### src/rtl/pbms_pkg.sv
// ----------------------------------------------------------------------------
// pbms_pkg
// Types, codes and constants shared by the pellet burner mode sequencer.
// ----------------------------------------------------------------------------
package pbms_pkg;

    localparam int MODE_TIMER_BITS     = 24;
    localparam int MAX_PENDING_PRESSES = 15;
    localparam int PRESS_BITS          = 4;
    localparam int PHASE_TIMER_BITS    = 16;
    localparam int CFG_INDEX_BITS      = 8;
    localparam int CFG_DATA_BITS       = 60;
    localparam int TABLE_BITS          = 60;
    localparam int SPAN_BITS           = 24;
    localparam int PROG_LEN_BITS       = 12;
    localparam int START_LEN_BITS      = 15;
    localparam int NUM_PHASE_SLOTS     = 6;
    localparam int CMP_BITS            = 33;

    localparam logic [PHASE_TIMER_BITS-1:0] CLEAN_FILL_TICKS  = 16'd1100;
    localparam logic [PHASE_TIMER_BITS-1:0] CLEAN_STALL_TICKS = 16'd2900;

    localparam logic [2:0] CLEAN_SLOT = 3'd5;

    typedef enum logic [3:0] {
        MODE_IDLE  = 4'd0,
        MODE_START = 4'd1,
        MODE_P1    = 4'd2,
        MODE_P2    = 4'd3,
        MODE_P3    = 4'd4,
        MODE_P4    = 4'd5,
        MODE_P5    = 4'd6,
        MODE_OFF   = 4'd7,
        MODE_CLEAN = 4'd8
    } mode_t;

    typedef enum logic [1:0] {
        PH_FILL   = 2'd0,
        PH_STALL  = 2'd1,
        PH_IFILL  = 2'd2,
        PH_ISTALL = 2'd3
    } phase_t;

    localparam logic [2:0] FAN_IDLE  = 3'd0;
    localparam logic [2:0] FAN_START = 3'd3;
    localparam logic [2:0] FAN_HIGH  = 3'd6;

    localparam logic [CFG_INDEX_BITS-1:0] CFG_FILL_TABLE     = 8'd0;
    localparam logic [CFG_INDEX_BITS-1:0] CFG_STALL_TABLE    = 8'd1;
    localparam logic [CFG_INDEX_BITS-1:0] CFG_STARTUP_PHASES = 8'd2;
    localparam logic [CFG_INDEX_BITS-1:0] CFG_STARTUP_TICKS  = 8'd3;
    localparam logic [CFG_INDEX_BITS-1:0] CFG_CLEAN_INTERVAL = 8'd4;
    localparam logic [CFG_INDEX_BITS-1:0] CFG_CLEAN_TICKS    = 8'd5;
    localparam logic [CFG_INDEX_BITS-1:0] CFG_MIN_DWELL      = 8'd6;
    localparam logic [CFG_INDEX_BITS-1:0] CFG_TURN_OFF_TICKS = 8'd7;

    typedef struct packed {
        logic [TABLE_BITS-1:0] fill_table;
        logic [TABLE_BITS-1:0] stall_table;
        logic [TABLE_BITS-1:0] startup_phases;
        logic [SPAN_BITS-1:0]  startup_ticks;
        logic [SPAN_BITS-1:0]  clean_interval;
        logic [SPAN_BITS-1:0]  clean_ticks;
        logic [SPAN_BITS-1:0]  min_dwell;
        logic [SPAN_BITS-1:0]  turn_off_ticks;
    } cfg_t;

    typedef struct packed {
        mode_t                        mode;
        phase_t                       start_phase;
        logic [NUM_PHASE_SLOTS-1:0]   prog_stall;
        logic [PHASE_TIMER_BITS-1:0]  phase_timer;
        logic [MODE_TIMER_BITS-1:0]   mode_timer;
        logic                         long_latched;
        logic [PRESS_BITS-1:0]        press_count;
        logic                         feeder;
        logic                         heater;
        logic [2:0]                   fan;
    } state_t;

    typedef struct packed {
        logic [3:0]            mode;
        logic [1:0]            feed_phase;
        logic [2:0]            fan_code;
        logic                  feeder_on;
        logic                  heater_on;
        logic [PRESS_BITS-1:0] pending_presses;
    } res_t;

endpackage

### src/rtl/pbms_if.sv
// ----------------------------------------------------------------------------
// pbms interfaces
// Tick, result and configuration channels with valid/ready handshakes.
// ----------------------------------------------------------------------------
interface pbms_in_if;
    logic valid;
    logic ready;
    logic long_press;
    logic short_press;

    modport source (output valid, output long_press, output short_press, input ready);
    modport sink   (input valid, input long_press, input short_press, output ready);
endinterface

interface pbms_out_if;
    logic       valid;
    logic       ready;
    logic [3:0] mode;
    logic [1:0] feed_phase;
    logic [2:0] fan_code;
    logic       feeder_on;
    logic       heater_on;
    logic [3:0] pending_presses;

    modport source (output valid, output mode, output feed_phase, output fan_code,
                    output feeder_on, output heater_on, output pending_presses,
                    input ready);
    modport sink   (input valid, input mode, input feed_phase, input fan_code,
                    input feeder_on, input heater_on, input pending_presses,
                    output ready);
endinterface

interface pbms_cfg_if;
    logic        valid;
    logic        ready;
    logic [7:0]  index;
    logic [59:0] data;

    modport source (output valid, output index, output data, input ready);
    modport sink   (input valid, input index, input data, output ready);
endinterface

### src/rtl/pbms_step.sv
// ----------------------------------------------------------------------------
// pbms_step
// Next-state and result logic for one tick of the mode sequencer.
// ----------------------------------------------------------------------------
module pbms_step
    import pbms_pkg::*;
(
    input  state_t st,
    input  cfg_t   cfg,
    input  logic   long_press,
    input  logic   short_press,
    output state_t st_next,
    output res_t   res
);

    state_t                      nx;
    mode_t                       nm;
    logic [MODE_TIMER_BITS-1:0]  mt_bump;
    logic [2:0]                  pidx;
    logic [PHASE_TIMER_BITS-1:0] fill_len;
    logic [PHASE_TIMER_BITS-1:0] stall_len;
    logic [1:0]                  out_phase;

    always_comb
    begin
        nx = st;
        nm = st.mode;
        nx.long_latched = st.long_latched | long_press;
        if (short_press && (st.press_count < PRESS_BITS'(MAX_PENDING_PRESSES)))
            nx.press_count = st.press_count + 1'b1;
        if (st.phase_timer != '1)
            nx.phase_timer = st.phase_timer + 1'b1;
        mt_bump = (st.mode_timer != '1) ? st.mode_timer + 1'b1 : st.mode_timer;

        case (st.mode)
            MODE_P1: pidx = 3'd0;
            MODE_P2: pidx = 3'd1;
            MODE_P3: pidx = 3'd2;
            MODE_P4: pidx = 3'd3;
            MODE_P5: pidx = 3'd4;
            default: pidx = CLEAN_SLOT;
        endcase

        if (pidx == CLEAN_SLOT)
        begin
            fill_len  = CLEAN_FILL_TICKS;
            stall_len = CLEAN_STALL_TICKS;
        end
        else
        begin
            fill_len  = PHASE_TIMER_BITS'(cfg.fill_table[PROG_LEN_BITS*pidx +: PROG_LEN_BITS]);
            stall_len = PHASE_TIMER_BITS'(cfg.stall_table[PROG_LEN_BITS*pidx +: PROG_LEN_BITS]);
        end

        case (st.mode)
            MODE_IDLE:
            begin
                if (nx.long_latched)
                    nm = MODE_START;
            end
            MODE_START:
            begin
                nx.mode_timer = mt_bump;
                case (st.start_phase)
                    PH_IFILL:
                    begin
                        nx.feeder = 1'b1;
                        nx.heater = 1'b1;
                        nx.fan    = FAN_START;
                        if (nx.phase_timer >
                            PHASE_TIMER_BITS'(cfg.startup_phases[0 +: START_LEN_BITS]))
                        begin
                            nx.feeder      = 1'b0;
                            nx.phase_timer = '0;
                            nx.start_phase = PH_ISTALL;
                        end
                    end
                    PH_ISTALL:
                    begin
                        if (nx.phase_timer > PHASE_TIMER_BITS'(
                                cfg.startup_phases[START_LEN_BITS +: START_LEN_BITS]))
                        begin
                            nx.phase_timer = '0;
                            nx.start_phase = PH_FILL;
                        end
                    end
                    PH_FILL:
                    begin
                        nx.feeder = 1'b1;
                        if (nx.phase_timer > PHASE_TIMER_BITS'(
                                cfg.startup_phases[2*START_LEN_BITS +: START_LEN_BITS]))
                        begin
                            nx.feeder      = 1'b0;
                            nx.phase_timer = '0;
                            nx.start_phase = PH_STALL;
                        end
                    end
                    default:
                    begin
                        if (nx.phase_timer > PHASE_TIMER_BITS'(
                                cfg.startup_phases[3*START_LEN_BITS +: START_LEN_BITS]))
                        begin
                            nx.phase_timer = '0;
                            nx.start_phase = PH_FILL;
                        end
                    end
                endcase
                if (CMP_BITS'(nx.mode_timer) >= CMP_BITS'(cfg.startup_ticks))
                    nm = MODE_P1;
                if (nx.long_latched)
                    nm = MODE_OFF;
            end
            MODE_P1, MODE_P2, MODE_P3, MODE_P4, MODE_P5, MODE_CLEAN:
            begin
                nx.mode_timer = mt_bump;
                if (!st.prog_stall[pidx])
                begin
                    nx.feeder = 1'b1;
                    if (nx.phase_timer > fill_len)
                    begin
                        nx.feeder          = 1'b0;
                        nx.phase_timer     = '0;
                        nx.prog_stall[pidx] = 1'b1;
                    end
                end
                else if (nx.phase_timer > stall_len)
                begin
                    nx.phase_timer      = '0;
                    nx.prog_stall[pidx] = 1'b0;
                end

                if (st.mode == MODE_CLEAN)
                begin
                    if ((CMP_BITS'(nx.mode_timer) >= CMP_BITS'(cfg.clean_ticks)) &&
                        nx.prog_stall[CLEAN_SLOT])
                        nm = MODE_P1;
                end
                else
                begin
                    if (CMP_BITS'(nx.mode_timer) >= CMP_BITS'(cfg.clean_interval))
                        nm = MODE_CLEAN;
                    if ((nx.press_count != '0) &&
                        (CMP_BITS'(nx.mode_timer) > CMP_BITS'(cfg.min_dwell)))
                    begin
                        nm = (st.mode == MODE_P5) ? MODE_P1 : mode_t'(st.mode + 4'd1);
                        nx.press_count = nx.press_count - 1'b1;
                    end
                end
                if (nx.long_latched)
                    nm = MODE_OFF;
            end
            MODE_OFF:
            begin
                nx.mode_timer = mt_bump;
                if (CMP_BITS'(nx.mode_timer) >= CMP_BITS'(cfg.turn_off_ticks))
                    nm = MODE_IDLE;
            end
            default:
            begin
                nm = st.mode;
            end
        endcase

        if (nm != st.mode)
        begin
            nx.mode_timer = '0;
            if (st.mode == MODE_START)
            begin
                nx.heater = 1'b0;
                if (nx.press_count != '0)
                    nx.press_count = nx.press_count - 1'b1;
            end
            else if (st.mode == MODE_OFF)
            begin
                nx.heater = 1'b0;
                nx.feeder = 1'b0;
            end

            if (nm == MODE_IDLE)
            begin
                nx.fan = FAN_IDLE;
            end
            else
            begin
                nx.long_latched = 1'b0;
                nx.phase_timer  = '0;
                if (nm == MODE_START)
                    nx.start_phase = PH_IFILL;
                else if (nm inside {[MODE_P1:MODE_P5]})
                    nx.fan = 3'(nm - 4'd1);
                else if (nm == MODE_OFF)
                begin
                    nx.press_count = '0;
                    nx.fan         = FAN_HIGH;
                    nx.feeder      = 1'b0;
                end
                else
                    nx.fan = FAN_HIGH;
            end
        end
        nx.mode = nm;

        case (nm)
            MODE_START: out_phase = nx.start_phase;
            MODE_P1:    out_phase = {1'b0, nx.prog_stall[0]};
            MODE_P2:    out_phase = {1'b0, nx.prog_stall[1]};
            MODE_P3:    out_phase = {1'b0, nx.prog_stall[2]};
            MODE_P4:    out_phase = {1'b0, nx.prog_stall[3]};
            MODE_P5:    out_phase = {1'b0, nx.prog_stall[4]};
            MODE_CLEAN: out_phase = {1'b0, nx.prog_stall[CLEAN_SLOT]};
            default:    out_phase = PH_FILL;
        endcase

        st_next             = nx;
        res.mode            = nx.mode;
        res.feed_phase      = out_phase;
        res.fan_code        = nx.fan;
        res.feeder_on       = nx.feeder;
        res.heater_on       = nx.heater;
        res.pending_presses = nx.press_count;
    end

endmodule

### src/rtl/pellet_burner_mode_sequencer.sv
// ----------------------------------------------------------------------------
// pellet_burner_mode_sequencer
// Burner mode, feed phase, fan, feeder and heater control, one tick per request.
// ----------------------------------------------------------------------------
// Usage:
//   in_ch  : one request per 100 ms tick, carrying long_press and short_press.
//   out_ch : one result per request: mode, feed_phase, fan_code, feeder_on,
//            heater_on and pending_presses as they stand after that tick.
//   cfg    : register writes (index 0..7, data in the low bits); always ready.
//            Write only while no request is in flight.
// Latency: the result of a request is valid in the cycle after it is taken.
// Throughput: one request per cycle while out_ch is not stalled; the tick logic is a single pass between
//   the state registers and the result register.
// Reset: idle mode, all timers and counters cleared, feeder, heater and fan
//   off, configuration at its reset values, no result pending.
// Stall: a held result keeps its value; in_ch stays ready while the result is
//   taken in the same cycle, and drops otherwise until the receiver takes it.
// ----------------------------------------------------------------------------
module pellet_burner_mode_sequencer
    import pbms_pkg::*;
(
    input  logic       clk,
    input  logic       rst_n,
    pbms_in_if.sink    in_ch,
    pbms_out_if.source out_ch,
    pbms_cfg_if.sink   cfg
);

    state_t state_reg;
    state_t state_next;
    res_t   res_reg;
    res_t   res_next;
    cfg_t   cfg_reg;
    logic   out_valid_reg;
    logic   in_acc;

    assign in_ch.ready = !out_valid_reg || out_ch.ready;
    assign in_acc      = in_ch.valid && in_ch.ready;
    assign cfg.ready   = 1'b1;

    pbms_step u_step (
        .st          (state_reg),
        .cfg         (cfg_reg),
        .long_press  (in_ch.long_press),
        .short_press (in_ch.short_press),
        .st_next     (state_next),
        .res         (res_next)
    );

    always_ff @(posedge clk or negedge rst_n)
    begin
        if (!rst_n)
        begin
            cfg_reg.fill_table     <= '0;
            cfg_reg.stall_table    <= '0;
            cfg_reg.startup_phases <= '0;
            cfg_reg.startup_ticks  <= SPAN_BITS'(6000);
            cfg_reg.clean_interval <= SPAN_BITS'(36000);
            cfg_reg.clean_ticks    <= SPAN_BITS'(200);
            cfg_reg.min_dwell      <= SPAN_BITS'(50);
            cfg_reg.turn_off_ticks <= SPAN_BITS'(3000);
        end
        else if (cfg.valid && cfg.ready)
        begin
            case (cfg.index)
                CFG_FILL_TABLE:     cfg_reg.fill_table     <= cfg.data;
                CFG_STALL_TABLE:    cfg_reg.stall_table    <= cfg.data;
                CFG_STARTUP_PHASES: cfg_reg.startup_phases <= cfg.data;
                CFG_STARTUP_TICKS:  cfg_reg.startup_ticks  <= cfg.data[SPAN_BITS-1:0];
                CFG_CLEAN_INTERVAL: cfg_reg.clean_interval <= cfg.data[SPAN_BITS-1:0];
                CFG_CLEAN_TICKS:    cfg_reg.clean_ticks    <= cfg.data[SPAN_BITS-1:0];
                CFG_MIN_DWELL:      cfg_reg.min_dwell      <= cfg.data[SPAN_BITS-1:0];
                CFG_TURN_OFF_TICKS: cfg_reg.turn_off_ticks <= cfg.data[SPAN_BITS-1:0];
                default:            cfg_reg                <= cfg_reg;
            endcase
        end
    end

    always_ff @(posedge clk or negedge rst_n)
    begin
        if (!rst_n)
        begin
            state_reg.mode         <= MODE_IDLE;
            state_reg.start_phase  <= PH_IFILL;
            state_reg.prog_stall   <= '0;
            state_reg.phase_timer  <= '0;
            state_reg.mode_timer   <= '0;
            state_reg.long_latched <= 1'b0;
            state_reg.press_count  <= '0;
            state_reg.feeder       <= 1'b0;
            state_reg.heater       <= 1'b0;
            state_reg.fan          <= FAN_IDLE;
            out_valid_reg          <= 1'b0;
        end
        else
        begin
            if (in_acc)
                state_reg <= state_next;
            if (in_acc)
                out_valid_reg <= 1'b1;
            else if (out_ch.ready)
                out_valid_reg <= 1'b0;
        end
    end

    always_ff @(posedge clk)
    begin
        if (in_acc)
            res_reg <= res_next;
    end

    assign out_ch.valid           = out_valid_reg;
    assign out_ch.mode            = res_reg.mode;
    assign out_ch.feed_phase      = res_reg.feed_phase;
    assign out_ch.fan_code        = res_reg.fan_code;
    assign out_ch.feeder_on       = res_reg.feeder_on;
    assign out_ch.heater_on       = res_reg.heater_on;
    assign out_ch.pending_presses = res_reg.pending_presses;

    a_result_follows: assert property (@(posedge clk) disable iff (!rst_n)
        in_acc |=> out_valid_reg)
        else $error("accepted request produced no result");

    a_idle_quiet: assert property (@(posedge clk) disable iff (!rst_n)
        (state_reg.mode == MODE_IDLE) |-> (!state_reg.feeder && !state_reg.heater))
        else $error("feeder or heater running in idle");

    a_off_fan: assert property (@(posedge clk) disable iff (!rst_n)
        (state_reg.mode == MODE_OFF) |-> (state_reg.fan == FAN_HIGH))
        else $error("fan not at full speed during turn-off");

    a_presses_hold: assert property (@(posedge clk) disable iff (!rst_n)
        !in_acc |=> $stable(state_reg.press_count))
        else $error("press count changed without a request");

    a_result_matches: assert property (@(posedge clk) disable iff (!rst_n)
        in_acc |=> (res_reg.mode == state_reg.mode &&
                    res_reg.pending_presses == state_reg.press_count))
        else $error("result out of step with state");

endmodule

### src/flat_wrapper.sv
// flat-port wrapper written by rule: the top's interface ports become plain ports
module pellet_burner_mode_sequencer_flat import pbms_pkg::*;
  (clk, rst_n, in_ch_valid, in_ch_long_press, in_ch_short_press, in_ch_ready, out_ch_valid, out_ch_mode, out_ch_feed_phase, out_ch_fan_code, out_ch_feeder_on, out_ch_heater_on, out_ch_pending_presses, out_ch_ready, cfg_valid, cfg_index, cfg_data, cfg_ready);
  pbms_in_if in_ch_i ();
  pbms_out_if out_ch_i ();
  pbms_cfg_if cfg_i ();
  input  logic clk;
  input  logic rst_n;
  input wire logic [$bits(in_ch_i.valid)-1:0] in_ch_valid;
  input wire logic [$bits(in_ch_i.long_press)-1:0] in_ch_long_press;
  input wire logic [$bits(in_ch_i.short_press)-1:0] in_ch_short_press;
  output wire logic [$bits(in_ch_i.ready)-1:0] in_ch_ready;
  output wire logic [$bits(out_ch_i.valid)-1:0] out_ch_valid;
  output wire logic [$bits(out_ch_i.mode)-1:0] out_ch_mode;
  output wire logic [$bits(out_ch_i.feed_phase)-1:0] out_ch_feed_phase;
  output wire logic [$bits(out_ch_i.fan_code)-1:0] out_ch_fan_code;
  output wire logic [$bits(out_ch_i.feeder_on)-1:0] out_ch_feeder_on;
  output wire logic [$bits(out_ch_i.heater_on)-1:0] out_ch_heater_on;
  output wire logic [$bits(out_ch_i.pending_presses)-1:0] out_ch_pending_presses;
  input wire logic [$bits(out_ch_i.ready)-1:0] out_ch_ready;
  input wire logic [$bits(cfg_i.valid)-1:0] cfg_valid;
  input wire logic [$bits(cfg_i.index)-1:0] cfg_index;
  input wire logic [$bits(cfg_i.data)-1:0] cfg_data;
  output wire logic [$bits(cfg_i.ready)-1:0] cfg_ready;
  assign in_ch_i.valid = in_ch_valid;
  assign in_ch_i.long_press = in_ch_long_press;
  assign in_ch_i.short_press = in_ch_short_press;
  assign in_ch_ready = in_ch_i.ready;
  assign out_ch_valid = out_ch_i.valid;
  assign out_ch_mode = out_ch_i.mode;
  assign out_ch_feed_phase = out_ch_i.feed_phase;
  assign out_ch_fan_code = out_ch_i.fan_code;
  assign out_ch_feeder_on = out_ch_i.feeder_on;
  assign out_ch_heater_on = out_ch_i.heater_on;
  assign out_ch_pending_presses = out_ch_i.pending_presses;
  assign out_ch_i.ready = out_ch_ready;
  assign cfg_i.valid = cfg_valid;
  assign cfg_i.index = cfg_index;
  assign cfg_i.data = cfg_data;
  assign cfg_ready = cfg_i.ready;
  pellet_burner_mode_sequencer u_core (.clk(clk), .rst_n(rst_n), .in_ch(in_ch_i), .out_ch(out_ch_i), .cfg(cfg_i));
endmodule
### config.mk
export PLATFORM = sky130hd
export DESIGN_NAME = pellet_burner_mode_sequencer_flat
export DESIGN_NICKNAME = d
export VERILOG_FILES = /design/src/rtl/pbms_pkg.sv /design/src/rtl/pbms_if.sv /design/src/rtl/pbms_step.sv /design/src/rtl/pellet_burner_mode_sequencer.sv /design/src/flat_wrapper.sv
export SDC_FILE = /design/constraint.sdc
export NUM_CORES = 1
export LEC_CHECK = 0
export BUFFER_PORTS_ARGS = -buffer_cell sky130_fd_sc_hd__clkbuf_2
export CORE_UTILIZATION = 55
export CTS_CLUSTER_DIAMETER = 50
export DETAILED_ROUTE_END_ITERATION = 7
export GPL_TIMING_DRIVEN = 0
export PLACE_DENSITY = 0.75
export SKIP_LAST_GASP = 1
export SYNTH_ARGS = -nofsm -noshare
export SYNTH_HDL_FRONTEND = slang
export SYNTH_SLANG_ARGS = --single-unit
### constraint.sdc
create_clock -name clk -period 5.6 [get_ports clk]
set_input_delay 1.68 -clock clk [delete_from_list [all_inputs] [get_ports clk]]
set_output_delay 1.68 -clock clk [all_outputs]
set_load 0.005 [all_outputs]
-- Word level (Yosys, flattened, before mapping)
Index checks and enable logic that the tools add are counted.
- flip-flop bits (word level): 378
- input bits: 75
- output and inout bits: 18
- word-level logic and storage cells: 181
- $add $sub $neg: 7
- multiply operators: 1
- $lt $le $gt $ge: 16
- equal/unequal tests: 29
- shift-type cells: 2
- mux-type cells: 70
- bitwise gates (word level): 4
- reductions and logical operators: 27
- operators by type and width (kind ; number):
    $shiftx A60 B8 Y12 ; 2
    $ge A24 B24 Y1 ; 4
    $mux W16 ; 6
    $mux W22 ; 4
    $mux W4 ; 18
    $gt A16 B15 Y1 ; 4
    $mux W50 ; 1
    $mux W24 ; 2
    $pmux W16 S3 ; 1
    $eq A4 B3 Y1 const B ; 8
    $eq A8 B3 Y1 const B ; 4
    $gt A16 B16 Y1 ; 2
    $pmux W16 S2 ; 1
    $add A24 B1 Y24 const B ; 1
    $gt A24 B24 Y1 ; 1
    $mux W12 ; 2
    $ne A24 B24 Y1 const B ; 1
    $mux W2 ; 9
    $reduce_and A2 Y1 ; 9
    $add A16 B1 Y16 const B ; 1
    $eq A4 B2 Y1 const B ; 4
    $eq A8 B2 Y1 const B ; 2
    $ne A16 B16 Y1 const B ; 1
    $pmux W4 S4 ; 1
    other kinds (39) ; 67

-- Depth between registers and ports, before layout
Gate-level depths: netlist (run 1).
- depth after elaboration: 22
- depth in mapped cells: 28
- gate-level depth less buffers: 26

-- Modules after synthesis
From an unflattened synthesis (run 1), not the netlist that was laid out.
- cell total of the unflattened synthesis: 2117
- area, all modules: 23218.5 um^2
- modules (own cells, without submodules) (module ; instances ; cells an instance ; area each (um^2) ; seq. area each (um^2)):
    pellet_burner_mode_sequencer ; 1 ; 799 ; 14282.4 ; 9566.7
    pbms_step ; 1 ; 1318 ; 8936.1 ; 0.0

-- Worst setup path after synthesis (run 1)
No wires, ideal clock.
- kind: reg-to-reg
- from: register u_core.state_reg[58] (netlist name)
- to: register u_core.state_reg[8] (netlist name)
- library setup time: 0.125 ns
- arrival: 5.760 ns
- required time: 5.475 ns
- slack: -0.285 ns
- stages on the path, launching flop included: 28
- path buffers: 3
- clock period less this slack: 5.885 ns
- path through: dfrtp_1 > clkbuf_1 > inv_1 > ha_1 > clkbuf_1 > or2_2 > nand2_1 > o21ai_0 > and2_1 > nor2_1 > clkbuf_1 > nand2_1 > a211o_1 > ha_1 > nand4_1 > or4_1 > o311a_1 > o21ai_4 > a31oi_1 > o31a_1 > o22ai_4 > inv_1 > ha_1 > a211oi_1 > o211ai_1 > o21ai_1 > o22ai_1 > mux2_2
- RTL lines (element ; line ; text):
    start: declaration ; pellet_burner_mode_sequencer.sv:29 ; state_t state_reg;
    start signal: assignment ; pellet_burner_mode_sequencer.sv:98 ; state_reg <= state_next;

==> flow_summary_export.csv, run 1 <==
group,metric,value,unit
final_layout,final_cells,3034,
worst_setup_path,cp.arrival,5.91,ns
synth,synth.most_common_cell,"dfrtp_1",
global_route,met2_usage,53.9,%
synth,synth.area.top_cells,"dfrtp_1 38%, ha_1 12%, mux2_2 11%, o21ai_0 4.1%, inv_1 3.4%",
sta,maxSlewViolCount,0,
drt,viasPerCell,6.37,
worst_setup_path,reg2reg_setup_slack,0.006,ns
synth,seq_area_frac_synth,42.6,%
clocking,clkSinkCount,378,
global_route,use_met3,7.10,%
clocking,clkLatencyLatePin,0.58,ns
drt,drc,0,
power_and_ir_drop,p_clk_share,26.1,%
die,die_x,204,um
synth,yosys_register_bits,378,
job,cap_violations,0,
worst_setup_path,r2r-start,"u_core.state_reg[59]$_DFFE_PN0P_",
global_route,grt_pass1_wl,109,mm
global_route,use_met1,46.6,%
worst_setup_path,critPathKind,"reg2reg",
synth,yosysTopAreaCellShare,37.5,%
synth,yosysTopAreaCell,"dfrtp_1",
sta,setup_viol,0,
power_and_ir_drop,combinationalPowerShare,45.8,%
die,dieHeight,204,um
synth,syn_avg_cell_area,10.0,sq um
sta,max_slew_margin,12.7,%
global_route,grt_max_degree,109,
final_layout,largest_reg_flops,300,
drt,drtIter0Drc,1841,
min_path,hp-start,"u_core.state_reg[0]$_DFFE_PN0P_",
sta,clock.fmax,179,MHz
sta,fin_skew,0.0268,ns
synth,ys.flop_type,"dfrtp_1",
place,routabilityCongestion,0.962,
synth,synth_edf_count,15,
synth,synth_warnings,0,
worst_setup_path,required,5.92,ns
worst_setup_path,crit_path_end_kind,"register",
place,io_buffers,89,
die,initial_core_util,56.1,%
power_and_ir_drop,p_switching,0.00468,W
clocking,htreeDepth,2,
clocking,cts_buffer_depth,3,
final_layout,nNetsFinal,2762,
synth,syn_nets,2532,
sta,hold_violations,0,
worst_setup_path,critPathCapture,"u_core.out_ch.pending_presses[1]$_DFFE_PP_",
global_route,antenna_found_initial,1,
clocking,root_buffer,"clkbuf_16",
power_and_ir_drop,seq_power_share,28.2,%
min_path,hold_path_class,"reg2reg",
sta,hold_slack,0.496,ns
synth,synth_cell_type_count,87,
clocking,path_clk_slew,0.06,ns
power_and_ir_drop,power.total,0.0115,W
synth,synthTopCellsByCount,"337 x dfrtp_1, 226 x mux2_2, 216 x ha_1",
drt,wl_per_cell,23.6,um
die,die_area,41600,sq um
synth,ys_async_sr_fraction,96.0,%
place,dp_hpwl,50.2,mm
power_and_ir_drop,netSwitchingFraction,40.6,%
drt,routed-via-count,19337,
die,placementRows,73,
worst_setup_path,rr_worst_depth,23,
drt,drt_pass1_iterations,7,
power_and_ir_drop,p_leak,13.2,nW
clocking,cts_tree,"done",
global_route,top_usage_layer,"met2",
status,outcome,"finished, final reports clean",
final_layout,fillers,2922,
sta,worstMarginPinSlew,1.31,ns
synth,synth_cells,2241,
power_and_ir_drop,internal_power,0.00683,W
global_route,grt_use_total,34.6,%
sta,setup_tns,0,ns
power_and_ir_drop,power_density,423,nW/um^2
clocking,cts_buffers,46,
sta,fin_crit_sh,99.9,%
worst_setup_path,crit_fanout,10,
die,core,40000,sq um
drt,ant_nets,0,
sta,min_period,5.59,ns
worst_setup_path,crit_start,"u_core.state_reg[59]$_DFFE_PN0P_",
place,placed_cells,2860,
power_and_ir_drop,ir_worst_vdd,0.000365,V
final_layout,drive_gt1_share,28.6,%
worst_setup_path,r2r-end,"u_core.out_ch.pending_presses[1]$_DFFE_PP_",
die,num_io_pins,93,
worst_setup_path,critPathLaunchType,"register",
global_route,grt_overflow_total,0,
final_layout,area_growth,21.1,%
synth,synth_area,22500,sq um
sta,rsz0062_at_grt,"yes",
global_route,grt_pass1_vias,18976,
drt,routed_wl,71.6,mm
-- worst min path at each step --
stage | to | slack (ns) | cells after the start
final | u_core.state_reg[0]$_DFFE_PN0P_ | 0.50 | 1
after global routing | u_core.state_reg[0]$_DFFE_PN0P_ | 0.52 | 1
after CTS | u_core.state_reg[0]$_DFFE_PN0P_ | 0.50 | 1
after detailed placement | u_core.state_reg[0]$_DFFE_PN0P_ | 0.48 | 1
after global placement | u_core.state_reg[0]$_DFFE_PN0P_ | 0.46 | 1
after floorplan | u_core.state_reg[0]$_DFFE_PN0P_ | 0.45 | 1
-- cell usage in the layout (no fill, tap or decap), types with 17 or more instances in the layout --
| cell type | Yosys | layout |
|---|---|---|
| ha_1 | 216 | 202 |
| dfrtp_1 | 337 | 324 |
| nor3_1 | 35 | 28 |
| clkbuf_16 | 0 | 47 |
| a21oi_1 | 92 | 83 |
| buf_4 | 2 | 92 |
| nor2b_1 | 22 | 21 |
| dfstp_2 | 26 | 26 |
| a211o_1 | 17 | 17 |
| inv_1 | 201 | 197 |
| clkbuf_1 | 77 | 57 |
| mux2_2 | 226 | 225 |
| o21ai_0 | 184 | 174 |
| clkbuf_2 | 0 | 98 |
| nand4_1 | 46 | 46 |
| a21o_1 | 27 | 26 |
| nand2_1 | 195 | 186 |
| and3_1 | 24 | 20 |
| o22ai_1 | 18 | 18 |
| nand3_1 | 52 | 44 |
| nor2_1 | 114 | 107 |
-- what timing repair did --
action / CTS / global route
setup buffers: 60 / 33
hold buffers: 0 / 0
resized for setup: 171 / 82
pin swaps: 38 / 36
cloned: 0 / 0
setup endpoints to repair: 71 / 60
hold endpoints to repair: 0 / 0
-- layout make-up --
cell class              count  area (sq um)  area share, %
diodes                      1          2.50        0.00920
plain buffers              89           444           1.63
clock buffers              59          1300           4.78
clock inverters            26           228          0.837
inverters                 201           763           2.81
multi-input cells        1568         12900           47.4
flip-flops and latches    378          9580           35.2
well taps                 525           657           2.42
repair buffers            187          1330           4.90
-- stage by stage --
step                setup WS (ns)  area (sq um)  utilization (%)
floorplan                 0.00409         22500                -
global placement            -5.12         23600             58.9
detailed placement          -1.88         23700             59.2
CTS                      0.000795         26600             66.4
global route               -0.162         27200             68.0
finish                    0.00556         27200             68.0
-- power groups by stage --
stage                     combinational, W  clock, W  sequential, W
final                              0.00527   0.00300        0.00324
after global placement             0.00406         0        0.00327
after detailed placement           0.00416         0        0.00328
after global routing               0.00566   0.00315        0.00326
after CTS                          0.00466   0.00303        0.00323
after floorplan                    0.00285         0        0.00323
-- routing by layer --
metal	vias up	part of all wire, %
met4	2	4.6
met2	945	45
met3	210	9.1
li1	8560	-
met1	9620	41
met5	-	0.043
-- worst max-delay path, stage by stage, from the launching register on --
cell	delay [ns]
dfrtp_2	0.46
inv_4	0.14
ha_2	0.23
buf_4	0.17
nor2_1	0.08
and3_1	0.21
clkbuf_8	0.19
a222oi_1	0.63
a21boi_2	0.26
ha_1	0.14
nand4_1	0.13
or4_4	0.54
o311a_4	0.18
o21ai_4	0.21
a31oi_4	0.11
o31a_1	0.34
o22ai_4	0.22
inv_2	0.09
ha_4	0.19
a211oi_4	0.16
o211ai_1	0.24
buf_4	0.21
nand4b_1	0.12
nand2_1	0.06
-- kinds of logic after synthesis --
family	Yosys count	share of synthesized area, %
AOI/OAI and AO/OA	528	15.4
xor gates and xnor gates	38	1.48
adders and majority gates	216	12.0
buffers and inverters	295	5.06
DFF	378	42.6
muxes	231	11.6
other	1	0.0167
and+or+nand+nor	554	11.9
(Power assumes the default switching activity.)
==> run 2: changes to the inputs <==
--- a/config.mk
+++ b/config.mk
@@ -10,7 +10,7 @@
 export CTS_CLUSTER_DIAMETER = 50
 export DETAILED_ROUTE_END_ITERATION = 7
 export GPL_TIMING_DRIVEN = 0
-export PLACE_DENSITY = 0.75
+export PLACE_DENSITY = 0.72
 export SKIP_LAST_GASP = 1
 export SYNTH_ARGS = -nofsm -noshare
 export SYNTH_HDL_FRONTEND = slang
==> constraint.sdc (replaced) <==
create_clock -name clk -period 6.33 [get_ports clk]
set_input_delay 1.899 -clock clk [delete_from_list [all_inputs] [get_ports clk]]
set_output_delay 1.899 -clock clk [all_outputs]
set_load 0.005 [all_outputs]
==> run 2 against run 1 <==
  * Sequential share of layout area grew 1.6 points
  * Register-to-register slack better by 0.21 ns
  * Clock power is 9.3% lower
  * Total power is 16% lower
  * Sequential power decreased by 11%
  * Global-route usage is 0.78 points lower
  * Die area unchanged
  * Maximum frequency fell by 8.5%
  * Clock skew decreased by 0.0074 ns
  * Core utilization decreased by 3.0 points
==> flow_summary_export.csv, run 2 (synthesized netlist as in run 1, its figures left out) <==
group,metric,value,unit
status,outcome,"finished, final reports clean",
job,cap_violations,0,
die,placementRows,73,
global_route,grt_pass1_vias,18562,
sta,hold_slack,0.489,ns
clocking,clkLatencyLatePin,0.59,ns
sta,worstMarginPinSlew,1.36,ns
final_layout,multi_input_area,12300,sq um
sta,maxSlewViolCount,0,
clocking,htreeDepth,2,
worst_setup_path,critPathKind,"reg2reg",
drt,drtIter0Drc,1596,
drt,ant_nets,0,
final_layout,fillers,3197,
min_path,hp-start,"u_core.state_reg[0]$_DFFE_PN0P_",
place,routabilityCongestion,0.956,
place,dp_hpwl,50.2,mm
sta,setup_viol,0,
place,io_buffers,89,
worst_setup_path,required,6.79,ns
power_and_ir_drop,ir_worst_vdd,0.000209,V
clocking,path_clk_slew,0.06,ns
clocking,postCtsHoldBufs,0,
min_path,hold_path_class,"reg2reg",
sta,setup_slack,0.219,ns
die,dieHeight,204,um
sta,clock.fmax,164,MHz
clocking,cts_buffers,47,
global_route,antenna_found_initial,1,
global_route,grt_overflow_total,0,
global_route,grt_use_total,33.8,%
final_layout,mostFrequentLayoutCell,"dfrtp_1",
final_layout,antenna_cells,0,
drt,drt_pass1_iterations,5,
min_path,hold_depth,1,
sta,fin_skew,0.0194,ns
final_layout,mostFrequentLayoutCells,"331 x dfrtp_1, 226 x mux2_2, 214 x ha_1",
drt,wl_per_cell,23.4,um
worst_setup_path,r2r-start,"u_core.state_reg[17]$_DFFE_PN0P_",
die,num_io_pins,93,
die,initial_core_util,56.1,%
worst_setup_path,r2r-end,"u_core.state_reg[8]$_DFFE_PN0P_",
worst_setup_path,crit_fanout,7,
drt,viasPerCell,6.31,
final_layout,largest_reg_flops,300,
power_and_ir_drop,p_leak,12.7,nW
drt,routed_wl,69.4,mm
sta,fin_crit_sh,96.5,%
clocking,cts_buffer_depth,3,
die,die_x,204,um
worst_setup_path,critPathLaunchType,"register",
die,die_area,41600,sq um
sta,hold_violations,0,
worst_setup_path,reg2reg_setup_slack,0.22,ns
final_layout,utilization,65.0,%
power_and_ir_drop,power_density,370,nW/um^2
global_route,grt_pass1_wl,107,mm
worst_setup_path,crit_path_end_kind,"register",
drt,drc,0,
worst_setup_path,cp.arrival,6.57,ns
sta,max_slew_margin,8.57,%
clocking,cts_tree,"done",
die,core,40000,sq um
power_and_ir_drop,power.total,0.00961,W
global_route,grt_max_degree,112,
min_path,min_to,"u_core.state_reg[0]$_DFFE_PN0P_",
final_layout,area_growth,15.7,%
clocking,clkSinkCount,378,
clocking,root_buffer,"clkbuf_16",
sta,min_period,6.11,ns
worst_setup_path,rr_worst_depth,25,
final_layout,regArea,9570,sq um
place,dpl_worst_slack,-1.48,ns
final_layout,drive_gt1_share,22.9,%
final_layout,nNetsFinal,2699,
drt,routed-via-count,18724,
==> run 2: cell count changes in the layout (fill, tap and decap cells not counted), moves of 6 or more <==
cell      delta
a21oi_1      +6
buf_4       -62
clkbuf_1    +15
clkinv_2     -7
dfrtp_1      +7
dfrtp_2      -7
ha_1        +12
ha_4        -11
nand3_1      +7
nand3_2      -7
xnor2_4      -6
==> run 2: how the worst max path moves through the flow <==
| stage | startpoint | end | slack [ns] | cells past startpoint |
|---|---|---|---|---|
| floorplan | u_core.state_reg[58]$_DFFE_PN0P_ | u_core.state_reg[8]$_DFFE_PN0P_ | 0.45 | 27 |
| global placement | rst_n | u_core.cfg_reg[170]$_DFFE_PN0P_ | -4.66 | 1 |
| detailed placement | u_core.state_reg[26]$_DFFE_PN0P_ | u_core.state_reg[8]$_DFFE_PN0P_ | -1.48 | 25 |
| CTS | u_core.state_reg[58]$_DFFE_PN0P_ | u_core.state_reg[8]$_DFFE_PN0P_ | 0.004 | 28 |
| global route | u_core.state_reg[22]$_DFFE_PN0P_ | u_core.state_reg[8]$_DFFE_PN0P_ | -0.01 | 25 |
| finish | u_core.state_reg[17]$_DFFE_PN0P_ | u_core.state_reg[8]$_DFFE_PN0P_ | 0.22 | 25 |
==> run 2: layout make-up <==
type | count | area share (%)
plain buffers | 90 | 1.56
clock inverters | 15 | 0.736
multi-input cells | 1568 | 47.2
clock buffers | 68 | 5.22
flip-flops and latches | 378 | 36.8
repair buffers | 122 | 3.03
well taps | 525 | 2.53
inverters | 201 | 2.92
==> run 2: worst max-delay path, cell delays in order (launching register included) <==
cell and delay [ns]:
dfrtp_2 0.45, and3_1 0.25, nand4_1 0.19, or4_4 0.64
nand2_2 0.15, nor3_2 0.09, and3_2 0.29, nand3_1 0.20
xnor2_4 0.19, buf_4 0.19, ha_1 0.22, nand4_1 0.10
a211oi_1 0.06, a2111o_1 0.52, a21oi_2 0.32, a31oi_1 0.15
o31a_1 0.36, o22ai_4 0.23, inv_1 0.10, ha_1 0.24
a211oi_2 0.25, o211ai_1 0.14, buf_4 0.18, o21ai_1 0.07
o22ai_1 0.11, mux2_2 0.29
==> run 2: where the power goes <==
group,switching [W],internal [W],total (W)
clock,0.00107,0.00165,0.00272
sequential,0.000146,0.00272,0.00287
combinational,0.00261,0.00143,0.00403
total,0.00382,0.00579,0.00961
==> run 2: what timing repair did <==
action | 4_1_cts | 5_1_grt
gates resized for setup | 59 | 62
pin swaps | 8 | 10
endpoints found under the setup margin | 65 | 52
buffers inserted | 10 | 20
==> run 2: metrics by stage <==
step	TNS [ns]	instance area [sq um]	cells
after CTS	0	25600	2950
after detailed placement	-52.04	23700	2858
after floorplan	0	22500	2241
after global placement	-1655.72	23600	2855
final	0	26000	2967
after global routing	-0.0109	26000	2967
==> run 2: metal layers <==
layer / track usage (%) / share of wire, % / wire [um] / up-vias
met5: 0 / 0.020 / 14 / -
met4: 13.3 / 3.8 / 2650 / 2
met3: 6.71 / 8.5 / 5900 / 183
met2: 53.0 / 45 / 31500 / 805
met1: 45.9 / 42 / 29300 / 9313
li1: - / - / - / 8421
==> run 3: changes to the inputs <==
--- a/config.mk
+++ b/config.mk
@@ -11,6 +11,7 @@
 export DETAILED_ROUTE_END_ITERATION = 7
 export GPL_TIMING_DRIVEN = 0
 export PLACE_DENSITY = 0.72
+export RECOVER_POWER = 100
 export SKIP_LAST_GASP = 1
 export SYNTH_ARGS = -nofsm -noshare
 export SYNTH_HDL_FRONTEND = slang
==> run 3 against run 2 <==
  * The flow now finishes with violations (capacitance limit, slew limit)
  * Via count barely moved
  * Sequential power is essentially flat
  * Combinational power hardly changed
  * Final cell count did not move
  * Count of clock-buffer cells in the layout did not move
==> flow_summary_export.csv, run 3 (synthesized netlist as in run 1, its figures left out) <==
group,metric,value,unit
final_layout,largest_reg_flops,300,
sta,clock.fmax,164,MHz
drt,routed-via-count,18713,
final_layout,antenna_cells,0,
place,dpl_worst_slack,-1.48,ns
sta,worstMarginPinSlew,3.70,ns
final_layout,area_growth,15.4,%
drt,drtIter0Drc,1643,
sta,maxSlewViolCount,71,
clocking,htreeDepth,2,
clocking,clkLatencyLatePin,0.59,ns
sta,hold_slack,0.490,ns
final_layout,nNetsFinal,2699,
worst_setup_path,critPathKind,"reg2reg",
worst_setup_path,crit_fanout,7,
clocking,cts_buffers,47,
die,core,40000,sq um
die,dieHeight,204,um
place,io_buffers,89,
final_layout,drive_gt1_share,22.3,%
final_layout,fin_area,25900,sq um
sta,fin_crit_sh,96.5,%
clocking,cts_tree,"done",
drt,wl_per_cell,23.4,um
die,num_io_pins,93,
sta,fin_skew,0.0218,ns
job,cap_violations,2,
final_layout,mostFrequentLayoutCell,"dfrtp_1",
drt,viasPerCell,6.31,
clocking,clkSinkCount,378,
worst_setup_path,cp.arrival,6.56,ns
place,routabilityCongestion,0.956,
sta,hold_violations,0,
global_route,grt_max_degree,112,
worst_setup_path,crit_path_end_kind,"register",
worst_setup_path,critPathLaunchType,"register",
sta,setup_tns,0,ns
worst_setup_path,required,6.78,ns
sta,setup_slack,0.221,ns
final_layout,fillers,3215,
place,placed_area,23700,sq um
die,die_x,204,um
status,violations,"capacitance limit, slew limit",
power_and_ir_drop,power.total,0.00959,W
power_and_ir_drop,power_density,370,nW/um^2
die,placementRows,73,
drt,ant_nets,0,
global_route,grt_pass1_wl,107,mm
global_route,grt_pass1_vias,18562,
global_route,grt_use_total,33.8,%
power_and_ir_drop,ir_worst_vdd,0.000209,V
clocking,postCtsHoldBufs,0,
min_path,hold_path_class,"reg2reg",
clocking,path_clk_slew,0.06,ns
place,dp_hpwl,50.2,mm
drt,drt_pass1_iterations,5,
final_layout,mostFrequentLayoutCells,"331 x dfrtp_1, 225 x mux2_2, 214 x ha_1",
die,die_area,41600,sq um
sta,min_period,6.11,ns
final_layout,multi_input_area,12200,sq um
drt,drc,0,
sta,max_slew_margin,-147,%
clocking,root_buffer,"clkbuf_16",
final_layout,regArea,9570,sq um
drt,routed_wl,69.3,mm
power_and_ir_drop,p_leak,12.6,nW
global_route,grt_overflow_total,0,
die,initial_core_util,56.1,%
sta,setup_viol,0,
global_route,antenna_found_initial,1,
status,outcome,"finished with violations",
clocking,cts_buffer_depth,3,
==> run 3: final cells by class <==
| class | instances | share of cell area [%] |
|---|---|---|
| clock buffer | 68 | 5.24 |
| timing repair buffer | 122 | 2.81 |
| multi-input combinational | 1568 | 47.3 |
| clock inverter | 15 | 0.739 |
| buffer | 90 | 1.55 |
| sequential | 378 | 36.9 |
| inverter | 201 | 2.93 |
| tap | 525 | 2.53 |
==> run 3: final timing paths <==
path / endpoint / cells past startpoint / startpoint / slack, ns
worst max register to register: u_core.state_reg[8]$_DFFE_PN0P_ / 25 / u_core.state_reg[13]$_DFFE_PN0P_ / 0.22
min in group asynchronous: u_core.out_ch.valid$_DFFE_PN0P_ / 1 / rst_n / 2.59
worst min-delay path: u_core.state_reg[0]$_DFFE_PN0P_ / 1 / u_core.state_reg[0]$_DFFE_PN0P_ / 0.49
worst max-delay path: u_core.state_reg[8]$_DFFE_PN0P_ / 25 / u_core.state_reg[13]$_DFFE_PN0P_ / 0.22
worst min register to register: u_core.state_reg[0]$_DFFE_PN0P_ / 1 / u_core.state_reg[0]$_DFFE_PN0P_ / 0.49
max in group asynchronous: u_core.cfg_reg[173]$_DFFE_PN0P_ / 3 / rst_n / 0.92
==> run 3: power by group <==
part           switching, W  leakage, nW  internal, W  total [W]
Sequential         0.000145         4.70      0.00272    0.00287
Combinational       0.00261         7.20      0.00140    0.00401
Clock               0.00106        0.752      0.00165    0.00271
Total               0.00382         12.6      0.00577    0.00959
==> run 3: worst max-delay path: stages, from the launching register on <==
cell and delay, ns:
dfrtp_2 0.43, and4_1 0.26, nand4_1 0.19, or4_4 0.64, nand2_2 0.15, nor3_2 0.09, and3_2 0.29, nand3_1 0.21
xnor2_4 0.19, buf_4 0.19, ha_1 0.22, nand4_1 0.10, a211oi_1 0.06, a2111o_1 0.52, a21oi_2 0.32, a31oi_1 0.16
o31a_1 0.36, o22ai_4 0.23, inv_1 0.10, ha_1 0.24, a211oi_2 0.25, o211ai_1 0.14, buf_4 0.18, o21ai_1 0.07
o22ai_1 0.11, mux2_2 0.29
==> run 3: repair_timing <==
action	4_1_cts	5_1_grt
gates cloned	0	0
buffers inserted	10	20
pin swaps	8	10
endpoints found under the setup margin	65	52
resized for setup	59	62
==> run 3: stage by stage <==
step | util (%) | instances
after floorplan | - | 2241
after global placement | 58.9 | 2855
after global routing | 64.8 | 2967
after CTS | 64.0 | 2950
final | 64.8 | 2967
after detailed placement | 59.2 | 2858
==> run 3: layer usage <==
| metal | track usage (%) | vias to the layer above | routed length, um | part of all wire, % |
|---|---|---|---|---|
| met5 | 0 | - | 14 | 0.020 |
| met3 | 6.71 | 188 | 5590 | 8.1 |
| met4 | 13.3 | 2 | 2510 | 3.6 |
| li1 | - | 8419 | - | - |
| met1 | 45.9 | 9350 | 29500 | 43 |
| met2 | 53.0 | 754 | 31700 | 46 |
